--- src/rtl/core/u8u16_pkg.sv ---
// Shared types and constants for the UTF-8 to UTF-16 transcoder.
// No dependencies; used by every module under rtl/core but the checker.

package u8u16_pkg;

  localparam int unsigned QDEPTH = 4;
  localparam int unsigned QPTR_W = $clog2(QDEPTH);
  localparam int unsigned QCNT_W = $clog2(QDEPTH + 1);

  localparam logic [15:0] REPL_UNIT   = 16'hFFFD;
  localparam logic [5:0]  HI_SURR_TAG = 6'b110110;  // 0xD800 >> 10
  localparam logic [5:0]  LO_SURR_TAG = 6'b110111;  // 0xDC00 >> 10

  localparam logic [10:0] MIN_CP2    = 11'h080;
  localparam logic [15:0] MIN_CP3    = 16'h0800;
  localparam logic [15:0] SURR_FIRST = 16'hD800;
  localparam logic [15:0] SURR_LAST  = 16'hDFFF;
  localparam logic [21:0] MIN_CP4    = 22'h010000;
  localparam logic [21:0] MAX_CP     = 22'h10FFFF;

  // One byte's worth of results: nbad replacement units, then ngood units.
  typedef struct packed {
    logic [2:0]  nbad;
    logic [1:0]  ngood;
    logic [15:0] unit0;
    logic [15:0] unit1;
    logic        eos;
  } desc_t;

endpackage

--- src/rtl/core/u8u16_front.sv ---
// Front end: accepts UTF-8 bytes, holds partial sequences, and turns each
// byte that yields units into one result descriptor. Depends on u8u16_pkg.

module u8u16_front (
  input  logic               clk_i,
  input  logic               rst_ni,
  input  logic               in_valid_i,
  output logic               in_ready_o,
  input  logic [7:0]         data_byte_i,
  input  logic               eos_i,
  output logic               push_o,
  input  logic               full_i,
  output u8u16_pkg::desc_t   desc_o
);

  logic [7:0]  held_q [3];
  logic [1:0]  held_cnt_q, held_cnt_d;
  logic [2:0]  held_we;
  logic        accept;
  logic        is_cont;
  logic        fresh;
  logic        need_more;
  logic [2:0]  seq_len;
  logic [2:0]  nbad;
  logic [1:0]  ngood;
  logic [15:0] u0, u1;
  logic [10:0] cp2;
  logic [15:0] cp3;
  logic [21:0] cp4;
  logic [21:0] cp4_off;

  assign accept     = in_valid_i && in_ready_o;
  assign in_ready_o = !full_i;
  assign is_cont    = (data_byte_i[7:6] == 2'b10);

  assign seq_len = (held_q[0] >= 8'hF0) ? 3'd4 : (held_q[0] >= 8'hE0) ? 3'd3 : 3'd2;
  assign need_more = (({1'b0, held_cnt_q} + 3'd1) < seq_len) && (held_cnt_q != 2'd3);

  assign cp2 = {held_q[0][4:0], data_byte_i[5:0]};
  assign cp3 = {held_q[0][3:0], held_q[1][5:0], data_byte_i[5:0]};
  assign cp4 = {held_q[0][3:0], held_q[1][5:0], held_q[2][5:0], data_byte_i[5:0]};
  assign cp4_off = cp4 - u8u16_pkg::MIN_CP4;

  always_comb begin
    nbad       = 3'd0;
    ngood      = 2'd0;
    u0         = '0;
    u1         = '0;
    held_cnt_d = held_cnt_q;
    held_we    = 3'b000;
    fresh      = 1'b0;
    if (held_cnt_q == 2'd0) begin
      fresh = 1'b1;
    end else if (!is_cont) begin
      // broken sequence: replace every held byte, restart on this one
      nbad       = {1'b0, held_cnt_q};
      held_cnt_d = 2'd0;
      fresh      = 1'b1;
    end else if (need_more) begin
      held_we[held_cnt_q] = 1'b1;
      held_cnt_d          = held_cnt_q + 2'd1;
    end else begin
      held_cnt_d = 2'd0;
      case (held_cnt_q)
        2'd1: begin
          if (cp2 >= u8u16_pkg::MIN_CP2) begin
            ngood = 2'd1;
            u0    = {5'd0, cp2};
          end else begin
            nbad = 3'd2;
          end
        end
        2'd2: begin
          if (cp3 >= u8u16_pkg::MIN_CP3 &&
              !(cp3 >= u8u16_pkg::SURR_FIRST && cp3 <= u8u16_pkg::SURR_LAST)) begin
            ngood = 2'd1;
            u0    = cp3;
          end else begin
            nbad = 3'd3;
          end
        end
        default: begin
          if (cp4 >= u8u16_pkg::MIN_CP4 && cp4 <= u8u16_pkg::MAX_CP) begin
            ngood = 2'd2;
            u0    = {u8u16_pkg::HI_SURR_TAG, cp4_off[19:10]};
            u1    = {u8u16_pkg::LO_SURR_TAG, cp4_off[9:0]};
          end else begin
            nbad = 3'd4;
          end
        end
      endcase
    end
    if (fresh) begin
      if (!data_byte_i[7]) begin
        ngood = 2'd1;
        u0    = {8'h00, data_byte_i};
      end else if (!data_byte_i[6]) begin
        nbad = nbad + 3'd1;
      end else begin
        held_we[0] = 1'b1;
        held_cnt_d = 2'd1;
      end
    end
    // end of string: flush whatever is still held
    if (eos_i) begin
      nbad       = nbad + {1'b0, held_cnt_d};
      held_cnt_d = 2'd0;
    end
  end

  assign desc_o.nbad  = nbad;
  assign desc_o.ngood = ngood;
  assign desc_o.unit0 = u0;
  assign desc_o.unit1 = u1;
  assign desc_o.eos   = eos_i;
  assign push_o       = accept && ((nbad != 3'd0) || (ngood != 2'd0));

  always_ff @(posedge clk_i or negedge rst_ni) begin
    if (!rst_ni) begin
      held_cnt_q <= 2'd0;
    end else if (accept) begin
      held_cnt_q <= held_cnt_d;
    end
  end

  always_ff @(posedge clk_i) begin
    for (int i = 0; i < 3; i++) begin
      if (accept && held_we[i]) begin
        held_q[i] <= data_byte_i;
      end
    end
  end

endmodule

--- src/rtl/core/u8u16_fifo.sv ---
// Short descriptor queue between front and back end.
// Depends on u8u16_pkg.

module u8u16_fifo (
  input  logic             clk_i,
  input  logic             rst_ni,
  input  logic             push_i,
  input  u8u16_pkg::desc_t wdata_i,
  output logic             full_o,
  input  logic             pop_i,
  output logic             valid_o,
  output u8u16_pkg::desc_t rdata_o
);

  u8u16_pkg::desc_t                 mem_q [u8u16_pkg::QDEPTH];
  logic [u8u16_pkg::QPTR_W-1:0]     wptr_q, rptr_q;
  logic [u8u16_pkg::QCNT_W-1:0]     cnt_q;

  assign full_o  = (cnt_q == u8u16_pkg::QCNT_W'(u8u16_pkg::QDEPTH));
  assign valid_o = (cnt_q != '0);
  assign rdata_o = mem_q[rptr_q];

  always_ff @(posedge clk_i or negedge rst_ni) begin
    if (!rst_ni) begin
      wptr_q <= '0;
      rptr_q <= '0;
      cnt_q  <= '0;
    end else begin
      if (push_i) begin
        wptr_q <= wptr_q + 1'b1;
      end
      if (pop_i) begin
        rptr_q <= rptr_q + 1'b1;
      end
      if (push_i && !pop_i) begin
        cnt_q <= cnt_q + 1'b1;
      end else if (pop_i && !push_i) begin
        cnt_q <= cnt_q - 1'b1;
      end
    end
  end

  always_ff @(posedge clk_i) begin
    if (push_i) begin
      mem_q[wptr_q] <= wdata_i;
    end
  end

endmodule

--- src/rtl/core/u8u16_back.sv ---
// Back end: expands one descriptor into code units, one per cycle unless
// the output stalls, into a registered output stage. Depends on u8u16_pkg.

module u8u16_back (
  input  logic             clk_i,
  input  logic             rst_ni,
  input  logic             valid_i,
  input  u8u16_pkg::desc_t desc_i,
  output logic             pop_o,
  output logic             out_valid_o,
  input  logic             out_ready_i,
  output logic [15:0]      code_unit_o,
  output logic             replaced_o,
  output logic             last_of_run_o,
  output logic             last_of_string_o
);

  logic [1:0]  idx_q, idx_d;
  logic        vld_q, vld_d;
  logic [15:0] unit_q;
  logic        repl_q, lrun_q, lstr_q;
  logic        emit;
  logic [2:0]  total;
  logic [2:0]  good_sel;
  logic        is_bad;
  logic        is_last;
  logic [15:0] cur_unit;

  assign total    = desc_i.nbad + {1'b0, desc_i.ngood};
  assign is_bad   = ({1'b0, idx_q} < desc_i.nbad);
  assign good_sel = {1'b0, idx_q} - desc_i.nbad;
  assign is_last  = (({1'b0, idx_q} + 3'd1) == total);
  assign cur_unit = is_bad ? u8u16_pkg::REPL_UNIT :
                    (good_sel[0] ? desc_i.unit1 : desc_i.unit0);

  assign emit  = valid_i && (!vld_q || out_ready_i);
  assign pop_o = emit && is_last;

  always_comb begin
    idx_d = idx_q;
    if (emit) begin
      idx_d = is_last ? 2'd0 : idx_q + 2'd1;
    end
    if (emit) begin
      vld_d = 1'b1;
    end else if (out_ready_i) begin
      vld_d = 1'b0;
    end else begin
      vld_d = vld_q;
    end
  end

  always_ff @(posedge clk_i or negedge rst_ni) begin
    if (!rst_ni) begin
      idx_q <= 2'd0;
      vld_q <= 1'b0;
    end else begin
      idx_q <= idx_d;
      vld_q <= vld_d;
    end
  end

  always_ff @(posedge clk_i) begin
    if (emit) begin
      unit_q <= cur_unit;
      repl_q <= is_bad;
      lrun_q <= is_last;
      lstr_q <= is_last && desc_i.eos;
    end
  end

  assign out_valid_o      = vld_q;
  assign code_unit_o      = unit_q;
  assign replaced_o       = repl_q;
  assign last_of_run_o    = lrun_q;
  assign last_of_string_o = lstr_q;

endmodule

--- src/rtl/core/utf8_to_utf16_transcoder.sv ---
// UTF-8 to UTF-16 transcoder, top level.
// Depends on u8u16_pkg, u8u16_front, u8u16_fifo and u8u16_back.
//
// Usage:
//   Slave stream: one UTF-8 byte per transaction in s_axis_tdata_i, with
//   s_axis_tlast_i marking the final byte of a string (held bytes flush).
//   Master stream: one UTF-16 code unit per transaction. tlast marks the
//   last unit caused by one input byte; tuser[0] flags a U+FFFD
//   replacement and tuser[1] marks the final unit of the string.
//   A byte that only extends a held sequence produces no transaction.
// Throughput: one byte per cycle while each byte yields at most one unit
//   and tready is high. A byte yields up to four units (replacement bursts,
//   surrogate pairs); the back end drains one unit per cycle while tready
//   is high, and the four-entry descriptor queue between front and back
//   absorbs the burst before input stalls.
// Path: each byte's descriptor is queued, then its units are registered.
// Reset: rst_ni clears held count, queue and output valid; no clearing
//   pass is needed. When the receiver deasserts tready the output unit
//   holds, the queue fills, and then s_axis_tready_o drops.

module utf8_to_utf16_transcoder (
  input  logic        clk_i,
  input  logic        rst_ni,
  input  logic        s_axis_tvalid_i,
  output logic        s_axis_tready_o,
  input  logic [7:0]  s_axis_tdata_i,   // [7:0] data_byte
  input  logic        s_axis_tlast_i,   // end_of_string
  output logic        m_axis_tvalid_o,
  input  logic        m_axis_tready_i,
  output logic [15:0] m_axis_tdata_o,   // [15:0] code_unit
  output logic [1:0]  m_axis_tuser_o,   // [0] replaced, [1] last_of_string
  output logic        m_axis_tlast_o    // last_of_run
);

  u8u16_pkg::desc_t push_desc, head_desc;
  logic             push, full, head_valid, pop;
  logic             repl, lstr;

  // Front: classify bytes, track the held sequence, build descriptors.
  u8u16_front u_front (
    .clk_i       (clk_i),
    .rst_ni      (rst_ni),
    .in_valid_i  (s_axis_tvalid_i),
    .in_ready_o  (s_axis_tready_o),
    .data_byte_i (s_axis_tdata_i),
    .eos_i       (s_axis_tlast_i),
    .push_o      (push),
    .full_i      (full),
    .desc_o      (push_desc)
  );

  // Queue: decouple the byte side from the unit side.
  u8u16_fifo u_fifo (
    .clk_i   (clk_i),
    .rst_ni  (rst_ni),
    .push_i  (push),
    .wdata_i (push_desc),
    .full_o  (full),
    .pop_i   (pop),
    .valid_o (head_valid),
    .rdata_o (head_desc)
  );

  // Back: expand each descriptor into units behind an output register.
  u8u16_back u_back (
    .clk_i            (clk_i),
    .rst_ni           (rst_ni),
    .valid_i          (head_valid),
    .desc_i           (head_desc),
    .pop_o            (pop),
    .out_valid_o      (m_axis_tvalid_o),
    .out_ready_i      (m_axis_tready_i),
    .code_unit_o      (m_axis_tdata_o),
    .replaced_o       (repl),
    .last_of_run_o    (m_axis_tlast_o),
    .last_of_string_o (lstr)
  );

  assign m_axis_tuser_o = {lstr, repl};

endmodule

--- config.mk ---
export PLATFORM = sky130hd
export DESIGN_NAME = utf8_to_utf16_transcoder
export DESIGN_NICKNAME = d
export VERILOG_FILES = /design/src/rtl/core/u8u16_pkg.sv /design/src/rtl/core/u8u16_front.sv /design/src/rtl/core/u8u16_fifo.sv /design/src/rtl/core/u8u16_back.sv /design/src/rtl/core/utf8_to_utf16_transcoder.sv
export SDC_FILE = /design/constraint.sdc
export NUM_CORES = 1
export LEC_CHECK = 0
export CAP_MARGIN = 20
export CORE_ASPECT_RATIO = 0.7
export CORE_MARGIN = 3
export CORE_UTILIZATION = 35
export CTS_CLUSTER_DIAMETER = 30
export DETAILED_ROUTE_END_ITERATION = 8
export DONT_BUFFER_PORTS = 1
export PLACE_DENSITY = 0.54
export SYNTH_ARGS = -nofsm -noshare
export SYNTH_HDL_FRONTEND = slang
export SYNTH_SLANG_ARGS = --single-unit
--- constraint.sdc ---
create_clock -name clk_i -period 6.1 [get_ports clk_i]
set_clock_uncertainty 0.1 [all_clocks]
set_input_delay 0.305 -clock clk_i [delete_from_list [all_inputs] [get_ports clk_i]]
set_output_delay 0.305 -clock clk_i [all_outputs]
set_load 0.05 [all_outputs]
==> results of run 1 <==
==> metal layers <==
| metal | vias up | GRT usage | part of all wire | wire [µm] |
|---|---|---|---|---|
| li1 | 1964 | - | - | - |
| met1 | 2263 | 0.224 | 0.51 | 8770 |
| met2 | 114 | 0.209 | 0.44 | 7530 |
| met3 | 16 | 0.0347 | 0.045 | 773 |
| met4 | 0 | 0.0344 | 0.010 | 172 |
| met5 | - | 0 | 0 | 0 |
==> state kept, by name, indices dropped and copies added, names as in the netlist <==
name and cells:
u_fifo.mem_q 132, u_front.held_q 20, u_back.code_unit_o 16, u_fifo.cnt_q 3, u_back.idx_q 2, u_fifo.rptr_q 2
u_fifo.wptr_q 2, u_front.held_cnt_q 2, u_back.last_of_run_o 1, u_back.last_of_string_o 1, u_back.out_valid_o 1, u_back.replaced_o 1
==> layout make-up <==
class | count | area [µm²] | share of cell area
sequential | 183 | 5440 | 0.599
multi-input combinational | 272 | 2410 | 0.265
clock buffer | 17 | 425 | 0.0469
tap | 305 | 382 | 0.0420
timing repair buffer | 21 | 210 | 0.0232
clock inverter | 15 | 121 | 0.0134
inverter | 24 | 95.1 | 0.0105
==> cells in the final DEF (no fill, tap or decap), types with 3 or more instances in the layout <==
cell type	n
edfxtp_1	171
nand2_1	57
mux4_2	33
inv_1	23
ha_1	21
a21oi_1	17
clkbuf_16	17
and2_1	15
nand3_1	13
o21ai_0	11
nor3_1	11
dlygate4sd3_1	11
dfrtp_1	11
nor2_1	9
xnor2_1	8
buf_4	8
a22o_1	7
clkinv_4	6
nand4_1	5
xor2_1	4
nor4_1	3
or3_1	3
a22oi_1	3
and2_2	3
fa_1	3
inv_6	3
==> logic make-up (layout without fill, tap and decap cells) <==
kind of cell / Yosys count / count (layout) / synth area share
compound gates: 57 / 57 / 0.0523
xor+xnor: 12 / 12 / 0.0131
fa+ha+maj: 24 / 24 / 0.0402
buf+inv: 45 / 77 / 0.0241
flops: 183 / 183 / 0.677
mux: 35 / 35 / 0.0958
simple gates: 144 / 144 / 0.0978
==> path summary, 6_finish.rpt <==
kind	startpoint	to	slack, ps	depth (start not counted)
worst max-delay path	u_front.held_cnt_q[0]	u_fifo.cnt_q[1]	500	22
worst min-delay path	s_axis_tlast_i	u_front.held_cnt_q[0]	30	2
worst max register to register	u_front.held_cnt_q[0]	u_fifo.cnt_q[1]	500	22
worst min register to register	u_fifo.cnt_q[2]	u_fifo.cnt_q[2]	410	1
max in group asynchronous	rst_ni	u_fifo.rptr_q[0]	5230	1
min in group asynchronous	rst_ni	u_fifo.cnt_q[0]	230	1
==> metrics by stage <==
stage,std cells,hold WS (ps)
finish,837,26.7
global route,837,20.7
CTS,837,7.34
detailed placement,794,-89.9
global placement,794,-89.8
floorplan,500,-90.6
==> repair_timing <==
item | CTS | global route
endpoints found under the setup margin | 0 | 1
gates resized for setup | 0 | 1
setup buffers | 0 | 0
hold buffers | 11 | 0
endpoints found under the hold margin | 37 | 0
==> power breakdown <==
group          switching [mW]  leakage, nW  total [mW]  internal [mW]
combinational           0.621         1.04        1.07          0.453
clock                   0.495        0.265        1.03          0.530
sequential              0.313         1.66        1.96           1.65
==> critical path, cell delays in order, from the launching register on <==
cell	delay [ps]
dfrtp_1	460
inv_1	110
ha_1	450
ha_1	280
nor3b_1	180
a21oi_1	160
o31ai_2	330
nor2_1	120
nand2_1	90
a21oi_1	60
ha_1	290
inv_1	30
o21ai_0	290
o211a_1	230
fa_1	380
a32oi_1	260
o31ai_4	150
nor3_1	340
a31oi_4	180
ha_1	250
inv_1	80
fa_1	410
mux2_2	260
==> flow_metrics.py, run 1 <==
metrics = {
    "timing": {
        "fin_tns_setup_ps": 0,
        "period_share": 0.918,
        "grt_setup_unrepaired": "false",
        "setup_slack_ps": 502,
        "relSlewSlack": 0.308,
        "worstMarginPinSlew_ps": 1030,
        "fin_crit_ps": 5600,
        "timing.fmax_mhz": 179,
        "setup_violations": 0,
        "maxSlewViolCount": 0,
        "hold_viol": 0,
    },
    "routing": {
        "vias": 4357,
        "antenna_left": 0,
        "wl_per_cell_um": 20.6,
        "drc": 0,
        "first_pass_iters": 4,
        "avgViaCountPerCell": 5.21,
        "routed_wl_um": 17200,
        "drt_iter0_markers": 434,
    },
    "global_route": {
        "grt_usage": 0.146,
        "grt_max_degree": 34,
        "overflow": 0,
        "grt_first_pass_wirelength_um": 27100,
        "grt_pass1_vias": 4447,
        "antenna_found_initial": 0,
    },
    "place": {
        "hpwl_um": 11200,
        "io_buffers": 0,
        "dpl_cell_area_mm2": 0.00842,
        "gp_congestion": 0.862,
        "dp_slack_ps": 399,
    },
    "logic_synthesis": {
        "synth_common_cells": "171 x edfxtp_1, 57 x nand2_1, 33 x mux4_2, 23 x inv_1, 21 x ha_1",
        "synth_seq_area_share": 0.677,
        "ys_top_cells_by_area": "edfxtp_1 64%, mux4_2 9.3%, dfrtp_1 3.7%, ha_1 3.3%, nand2_1 2.7%",
        "yosysTopAreaCell": "edfxtp_1",
        "postSynthCellCount": 500,
        "ys_ff_latch": 183,
        "yosysTopAreaCellShare": 0.639,
        "ys.flop_type": "edfxtp_1",
        "yosys.cell_types.count": 65,
        "synth-edff-count": 171,
        "ys_warn_count": 0,
        "syn_nets": 537,
        "yosysMostFrequentCell": "edfxtp_1",
        "synth.avg_cell_area_um2": 16.1,
        "async_flop_share": 0.0656,
        "syn_area_mm2": 0.00803,
    },
    "clock_tree": {
        "cts_buffers": 17,
        "cts_htree_levels": 4,
        "cts.clk_slew.worst_paths_ps": 70,
        "cts_tree": "done",
        "cts_root_buf": "clkbuf_16",
        "clockBufferDepth": 2,
        "insertion_delay_ps": 430,
        "clock_sinks": 183,
    },
    "power_and_ir_drop": {
        "peakVddDrop_mv": 0.185,
        "p_per_area_mw_per_mm2": 447,
        "p_leak_nw": 2.96,
        "power_mw": 4.06,
    },
    "outcome": {
        "status": "finished, final reports clean",
    },
    "worst_setup_path": {
        "crit_path_start_kind": "flip-flop",
        "cp_data_required_time_ps": 6320,
        "cp_data_arrival_time_ps": 5820,
        "crit_fanout": 10,
        "setup.worst_path.class": "reg -> reg",
        "setup.worst_path.end_class": "flip-flop",
    },
    "layout": {
        "layout.nets": 556,
        "final_util": 0.410,
        "drive_above_1_share": 0.188,
        "num_antenna_cells": 0,
        "finalInstanceArea_mm2": 0.00908,
        "num-fill-cells": 2008,
        "syn2layout_area_growth_pct": 13.0,
    },
    "floorplan": {
        "die-area_mm2": 0.0248,
        "core_area_mm2": 0.0221,
        "num_rows": 45,
        "io-pin-count": 34,
        "die_h_um": 133,
        "start_util": 0.363,
        "fp.dieW_um": 187,
    },
    "worst_hold_path": {
        "holdCritPathClass": "in -> reg",
    },
    "job": {
        "maxCapViolCount": 0,
    },
}
Power figures use the tool's default switching activity.
==> run 2: changes to the inputs <==
--- a/config.mk
+++ b/config.mk
@@ -15,4 +15,5 @@
 export PLACE_DENSITY = 0.54
 export SYNTH_ARGS = -nofsm -noshare
 export SYNTH_HDL_FRONTEND = slang
+export SYNTH_HIERARCHICAL = 1
 export SYNTH_SLANG_ARGS = --single-unit
==> run 2 against run 1 <==
Effect of this change: setup slack improved by 510 ps; critical path depth decreased by 7; synthesized area increased by 10%; clock-buffer cell count increased by 22; combinational power increased by 21%; critical endpoint is now u_fifo/mem_q[1][17]; largest cell class unchanged; largest power group unchanged.
==> flow_metrics.py, run 2 <==
metrics = {
    "outcome": {
        "status": "finished, final reports clean",
    },
    "routing": {
        "avgViaCountPerCell": 5.20,
        "vias": 4598,
        "antenna_left": 0,
        "wl_per_cell_um": 21.0,
        "drt_iter0_markers": 410,
        "drc": 0,
        "first_pass_iters": 6,
        "routed_wl_um": 18600,
    },
    "logic_synthesis": {
        "yosys.cell_types.count": 65,
        "synth_common_cells": "191 x edfxtp_1, 38 x mux4_2, 31 x nand2_1, 21 x inv_1, 19 x ha_1",
        "syn_area_mm2": 0.00884,
        "syn_nets": 543,
        "yosysMostFrequentCell": "edfxtp_1",
        "yosysTopAreaCell": "edfxtp_1",
        "ys_top_cells_by_area": "edfxtp_1 65%, mux4_2 9.7%, dfrtp_1 3.4%, ha_1 2.7%, mux2i_1 1.8%",
        "ys_warn_count": 6,
        "synth.avg_cell_area_um2": 17.4,
        "postSynthCellCount": 508,
        "synth_seq_area_share": 0.683,
        "yosysTopAreaCellShare": 0.649,
        "ys.flop_type": "edfxtp_1",
        "ys_ff_latch": 203,
        "async_flop_share": 0.0591,
        "synth-edff-count": 191,
    },
    "power_and_ir_drop": {
        "peakVddDrop_mv": 0.278,
        "power_mw": 5.41,
        "p_per_area_mw_per_mm2": 521,
        "p_leak_nw": 3.58,
    },
    "timing": {
        "grt_setup_unrepaired": "false",
        "fin_tns_setup_ps": 0,
        "setup_slack_ps": 1010,
        "maxSlewViolCount": 0,
        "relSlewSlack": 0.281,
        "worstMarginPinSlew_ps": 1080,
        "hold_viol": 0,
        "timing.fmax_mhz": 197,
        "period_share": 0.834,
        "setup_violations": 0,
        "fin_crit_ps": 5090,
    },
    "worst_setup_path": {
        "crit_path_start_kind": "flip-flop",
        "crit_fanout": 24,
        "cp_data_required_time_ps": 6200,
        "rrSetupSlack_ps": 1010,
        "setup.worst_path.class": "reg -> reg",
        "setup.worst_path.end_class": "flip-flop",
        "r2r_cells": 15,
        "rr_endpoint": "u_fifo/mem_q[1][17]",
        "regToRegStartpoint": "u_front/held_cnt_q[0]",
        "cp_data_arrival_time_ps": 5190,
    },
    "place": {
        "dpl_cell_area_mm2": 0.00909,
        "dp_slack_ps": 973,
        "placed_cells": 808,
        "gp_congestion": 0.784,
        "hpwl_um": 12100,
        "io_buffers": 0,
    },
    "worst_hold_path": {
        "whs_endpoint": "u_fifo/mem_q[1][1]",
        "holdPathStages": 1,
        "holdCritPathClass": "in -> reg",
        "hp-start": "s_axis_tdata_i[0]",
    },
    "global_route": {
        "met3_usage": 0.0408,
        "grt_pass1_vias": 4780,
        "grt_max_degree": 28,
        "grt_first_pass_wirelength_um": 29000,
        "antenna_found_initial": 0,
        "busiest_layer": "met1",
        "grt_use_met1": 0.210,
        "grt_use_met2": 0.198,
        "grt_usage": 0.140,
        "overflow": 0,
    },
    "clock_tree": {
        "cts_tree": "done",
        "cts_root_buf": "clkbuf_16",
        "clockBufferDepth": 3,
        "cts_buffers": 36,
        "ctsResizeCount": 0,
        "cts.clk_slew.worst_paths_ps": 50,
        "cts_htree_levels": 2,
        "insertion_delay_ps": 500,
        "clock_sinks": 203,
    },
    "layout": {
        "largest_register_ffs": 152,
        "layout.nets": 575,
        "regMostFlops": "u_fifo/mem_q",
        "num_antenna_cells": 0,
        "finalInstanceArea_mm2": 0.0104,
        "num-fill-cells": 2138,
        "final_common_cell": "edfxtp_1",
        "drive_above_1_share": 0.231,
        "stdcell_count": 885,
        "syn2layout_area_growth_pct": 17.5,
        "final_cell_mix": "191 x edfxtp_1, 38 x clkbuf_16, 38 x mux4_2",
    },
    "floorplan": {
        "num_rows": 47,
        "die_h_um": 139,
        "core_area_mm2": 0.0242,
        "fp.dieW_um": 196,
        "io-pin-count": 34,
        "start_util": 0.365,
        "die-area_mm2": 0.0272,
    },
    "job": {
        "maxCapViolCount": 0,
    },
}
[run 2: cell count changes after synthesis, moves of 6 or more]
cell and change:
nand2_1 -26, edfxtp_1 +20, mux2i_1 +16, and3_1 +11
buf_4 +9, and2_1 -8, clkbuf_1 -8, nor3_1 -7
buf_2 +6, nand3_1 -6, o21ai_0 -6
[run 2: what timing repair did]
action | CTS | global route
setup endpoints to repair | 0 | 0
hold buffers | 12 | 0
buffers inserted | 0 | 0
endpoints found under the hold margin | 39 | 0
[run 2: cell families after synthesis]
kind of cell / share of synthesized area
buf+inv: 0.0374
xor+xnor: 0.0136
compound gates: 0.0483
other cells: 0.000424
flops: 0.683
simple gates: 0.0666
fa+ha+maj: 0.0337
mux: 0.117
[run 2: cell type report]
class                   instances  area [µm²]  area share
flip-flops and latches        203        6040       0.581
multi-input cells             252        2480       0.239
clock buffers                  39         955      0.0919
well taps                     318         398      0.0383
clock inverters                26         225      0.0217
repair buffers                 23         203      0.0195
inverters                      24        95.1     0.00915
[run 2: report_power, final]
part	switching [mW]	internal, mW	total [mW]
Sequential	0.361	1.86	2.22
Clock	0.674	1.22	1.90
Combinational	0.706	0.589	1.29
Total	1.74	3.67	5.41
[run 2: how the worst max path moves through the flow]
| stage | cells past startpoint | endpoint | start | slack [ps] |
|---|---|---|---|---|
| finish | 15 | u_fifo/mem_q[1][17] | u_front/held_cnt_q[0] | 1010 |
| global placement | 15 | u_fifo/mem_q[0][25] | u_front/held_cnt_q[0] | 1150 |
| detailed placement | 15 | u_fifo/mem_q[1][1] | u_front/held_cnt_q[0] | 970 |
| floorplan | 14 | u_fifo/mem_q[1][0] | u_front/held_cnt_q[0] | 1400 |
| CTS | 15 | u_fifo/mem_q[1][7] | u_front/held_cnt_q[0] | 990 |
| global route | 13 | u_fifo/mem_q[1][7] | u_front/held_cnt_q[0] | 660 |
[run 2: worst max-delay path: stages (launching register included)]
cell,delay (ps)
dfrtp_1,450
inv_1,140
ha_1,200
inv_1,70
nor3_1,230
a41oi_2,80
or3_1,410
a21oi_1,230
ha_1,300
a31o_2,230
fa_1,540
a21oi_1,60
a31oi_1,350
o41a_1,370
and2_2,690
buf_4,310
[run 2: stage by stage]
step,hold slack [ps],util
3_3_place_gp,-89.9,0.375
4_1_cts,5.72,0.429
3_5_place_dp,-89.8,0.375
2_1_floorplan,-90.6,-
5_1_grt,31.1,0.429
6_report,20.2,0.429
[run 2: layer usage]
layer  up-vias  routed length, µm
li1       2065                  -
met1      2349               8820
met2       148               8100
met3        36               1360
met4         0                336
met5         -                  0
==> run 3: changes to the inputs <==
--- a/config.mk
+++ b/config.mk
@@ -5,6 +5,7 @@
 export SDC_FILE = /design/constraint.sdc
 export NUM_CORES = 1
 export LEC_CHECK = 0
+export ABC_AREA = 1
 export CAP_MARGIN = 20
 export CORE_ASPECT_RATIO = 0.7
 export CORE_MARGIN = 3
@@ -12,7 +13,7 @@
 export CTS_CLUSTER_DIAMETER = 30
 export DETAILED_ROUTE_END_ITERATION = 8
 export DONT_BUFFER_PORTS = 1
-export PLACE_DENSITY = 0.54
+export PLACE_DENSITY = 0.56
 export SYNTH_ARGS = -nofsm -noshare
 export SYNTH_HDL_FRONTEND = slang
 export SYNTH_HIERARCHICAL = 1
==> constraint.sdc (replaced) <==
create_clock -name clk_i -period 4.6 [get_ports clk_i]
set_clock_uncertainty 0.1 [all_clocks]
set_input_delay 0.23 -clock clk_i [delete_from_list [all_inputs] [get_ports clk_i]]
set_output_delay 0.23 -clock clk_i [all_outputs]
set_load 0.05 [all_outputs]
==> run 3 against run 2 <==
Effect of this change: largest power group unchanged; total power grew 41%; critical endpoint is now u_fifo/cnt_q[1]; largest cell class unchanged; global-route usage is 0.39 points higher; register-to-register slack lost 590 ps.
==> flow_metrics.py, run 3 <==
metrics = {
    "job": {
        "maxCapViolCount": 0,
    },
    "timing": {
        "timing.fmax_mhz": 239,
        "worstMarginPinSlew_ps": 864,
        "maxSlewViolCount": 0,
        "hold_viol": 0,
        "grt_setup_unrepaired": "false",
        "setup_violations": 0,
        "fin_tns_setup_ps": 0,
        "relSlewSlack": 0.419,
        "setup_slack_ps": 422,
        "period_share": 0.908,
        "fin_crit_ps": 4180,
    },
    "logic_synthesis": {
        "yosysMostFrequentCell": "nand2_1",
        "ys.flop_type": "edfxtp_1",
        "postSynthCellCount": 870,
        "ys_warn_count": 6,
        "yosysTopAreaCellShare": 0.595,
        "ys_ff_latch": 203,
        "synth_common_cells": "225 x nand2_1, 191 x edfxtp_1, 147 x inv_1, 48 x o211ai_1, 35 x nor2_1",
        "syn_nets": 905,
        "synth-edff-count": 191,
        "yosysTopAreaCell": "edfxtp_1",
        "async_flop_share": 0.0591,
        "synth_seq_area_share": 0.626,
        "ys_top_cells_by_area": "edfxtp_1 59%, nand2_1 8.8%, inv_1 5.7%, o211ai_2 3.8%, o211ai_1 3.7%",
        "synth.avg_cell_area_um2": 11.1,
        "yosys.cell_types.count": 41,
        "syn_area_mm2": 0.00964,
    },
    "routing": {
        "antenna_left": 0,
        "drt_iter0_markers": 480,
        "vias": 5986,
        "first_pass_iters": 5,
        "wl_per_cell_um": 16.4,
        "routed_wl_um": 20900,
        "drc": 0,
        "avgViaCountPerCell": 4.70,
    },
    "place": {
        "hpwl_um": 12900,
        "io_buffers": 0,
        "gp_congestion": 0.873,
        "dp_slack_ps": 230,
    },
    "worst_setup_path": {
        "cp_data_required_time_ps": 4900,
        "slowest_delay_ps": 460,
        "crit_fanout": 8,
        "cp_common_cell": "nand2_1",
        "path_cells": "inv_1 -> ha_4 -> o21ai_0 -> nand2_1 -> inv_1 -> nor2_1 -> nand2_1 -> a21oi_1 -> ha_1 -> nand2_1 -> nand2_1 -> nand2_1 -> inv_1 -> fa_1 -> or2_2 -> nand2_1 -> nand3_1 -> nand2_1 -> inv_2 -> ha_1 -> inv_1 -> fa_1 -> nand2_1 -> nand2_1",
        "crit_family": "adder cells",
        "setup.worst_path.class": "reg -> reg",
        "cp_data_arrival_time_ps": 4470,
        "setup.worst_path.end_class": "flip-flop",
        "slowest_stage": "fa_1",
        "crit_path_start_kind": "flip-flop",
        "path_buf_inv": 5,
    },
    "floorplan": {
        "die_h_um": 145,
        "die-area_mm2": 0.0296,
        "core_area_mm2": 0.0269,
        "num_rows": 50,
        "fp.dieW_um": 204,
        "io-pin-count": 34,
        "start_util": 0.359,
    },
    "layout": {
        "regMostFlops": "u_fifo/mem_q",
        "drive_above_1_share": 0.137,
        "layout.nets": 920,
        "syn2layout_area_growth_pct": 15.9,
        "largest_register_ffs": 152,
        "final_common_cell": "nand2_1",
        "seqCellArea_mm2": 0.00604,
        "num-fill-cells": 2530,
        "final_util": 0.416,
        "multiInputGateArea_mm2": 0.00273,
        "num_antenna_cells": 0,
        "final_cell_mix": "225 x nand2_1, 191 x edfxtp_1, 146 x inv_1",
    },
    "clock_tree": {
        "cts_tree": "done",
        "post_cts_buffers": 0,
        "clock_sinks": 203,
        "cts_htree_levels": 2,
        "cts_buffers": 34,
        "cts_root_buf": "clkbuf_16",
        "clockBufferDepth": 3,
        "cts.clk_slew.worst_paths_ps": 50,
        "insertion_delay_ps": 510,
    },
    "global_route": {
        "grt_usage": 0.144,
        "overflow": 0,
        "grt_max_degree": 53,
        "grt_pass1_vias": 5719,
        "antenna_found_initial": 0,
        "grt_first_pass_wirelength_um": 32700,
    },
    "power_and_ir_drop": {
        "p_per_area_mw_per_mm2": 683,
        "p_leak_nw": 4.47,
        "peakVddDrop_mv": 0.292,
    },
    "outcome": {
        "status": "finished, final reports clean",
    },
    "worst_hold_path": {
        "holdCritPathClass": "in -> reg",
    },
}
run 3: cell types whose count changed after synthesis, sizes merged, moves of 12 or more:
cell,before,now
nor2,15,40
mux4,38,0
inv,23,154
buf,26,38
and3,12,0
mux2i,16,0
nand3,7,36
nand2,32,230
o211ai,0,77
run 3: layout make-up:
| cell class | instances | area share |
|---|---|---|
| clock buffer | 35 | 0.0784 |
| clock inverter | 26 | 0.0236 |
| inverter | 154 | 0.0517 |
| multi-input combinational | 471 | 0.244 |
| sequential | 203 | 0.540 |
| tap | 364 | 0.0407 |
| timing repair buffer | 21 | 0.0210 |
run 3: per-layer routing:
layer | GRT usage | wire [µm] | up-vias
li1 | - | - | 2970
met1 | 0.222 | 10700 | 2799
met2 | 0.193 | 8130 | 186
met3 | 0.0409 | 1650 | 31
met4 | 0.0445 | 348 | 0
met5 | 0 | 0 | -
run 3: cell families after synthesis:
logic type      share of synthesized area
simple gates                        0.147
flops                               0.626
buf+inv                            0.0924
compound gates                     0.0974
fa+ha+maj                          0.0309
xor+xnor                          0.00636
other cells                      0.000389
run 3: final timing paths:
check                                           start                    end  slack (ps)  cells after the start
worst max register to register  u_front/held_cnt_q[0]        u_fifo/cnt_q[1]         420                     24
max in group asynchronous                      rst_ni       u_fifo/rptr_q[0]        3820                      1
worst max-delay path            u_front/held_cnt_q[0]        u_fifo/cnt_q[1]         420                     24
worst min-delay path                  s_axis_tvalid_i  u_front/held_cnt_q[1]          30                      3
min in group asynchronous                      rst_ni        u_back/idx_q[0]          90                      1
worst min register to register        u_fifo/cnt_q[2]        u_fifo/cnt_q[2]         390                      2
run 3: worst register-to-register path, delay by kind of cell (launching register included):
kind,cells,cell delay [ps]
AND/OR/NAND/NOR,12,1190
adder cells (fa/ha/maj),5,1670
buffers and inverters,5,480
flip-flops,1,380
AO/OA/AOI/OAI,2,240
run 3: repair_timing:
| action | 4_1_cts | 5_1_grt |
|---|---|---|
| gates resized for setup | 0 | 3 |
| hold buffers | 11 | 0 |
| endpoints found under the hold margin | 47 | 0 |
| endpoints found under the setup margin | 0 | 2 |
run 3: per-stage QoR:
stage	cell area [µm²]	hold slack (ps)	cells	power, mW
2_1_floorplan	9640	-166	870	4.68
3_3_place_gp	9920	-165	1202	5.17
3_5_place_dp	9920	-165	1202	5.19
4_1_cts	11200	4.57	1274	7.72
5_1_grt	11200	15.9	1274	8.15
6_report	11200	27.2	1274	7.63
run 3: report_power, final:
part           switching, mW  total [mW]  internal [mW]
combinational           1.54        2.24          0.698
sequential             0.410        2.91           2.50
clock                  0.908        2.49           1.58
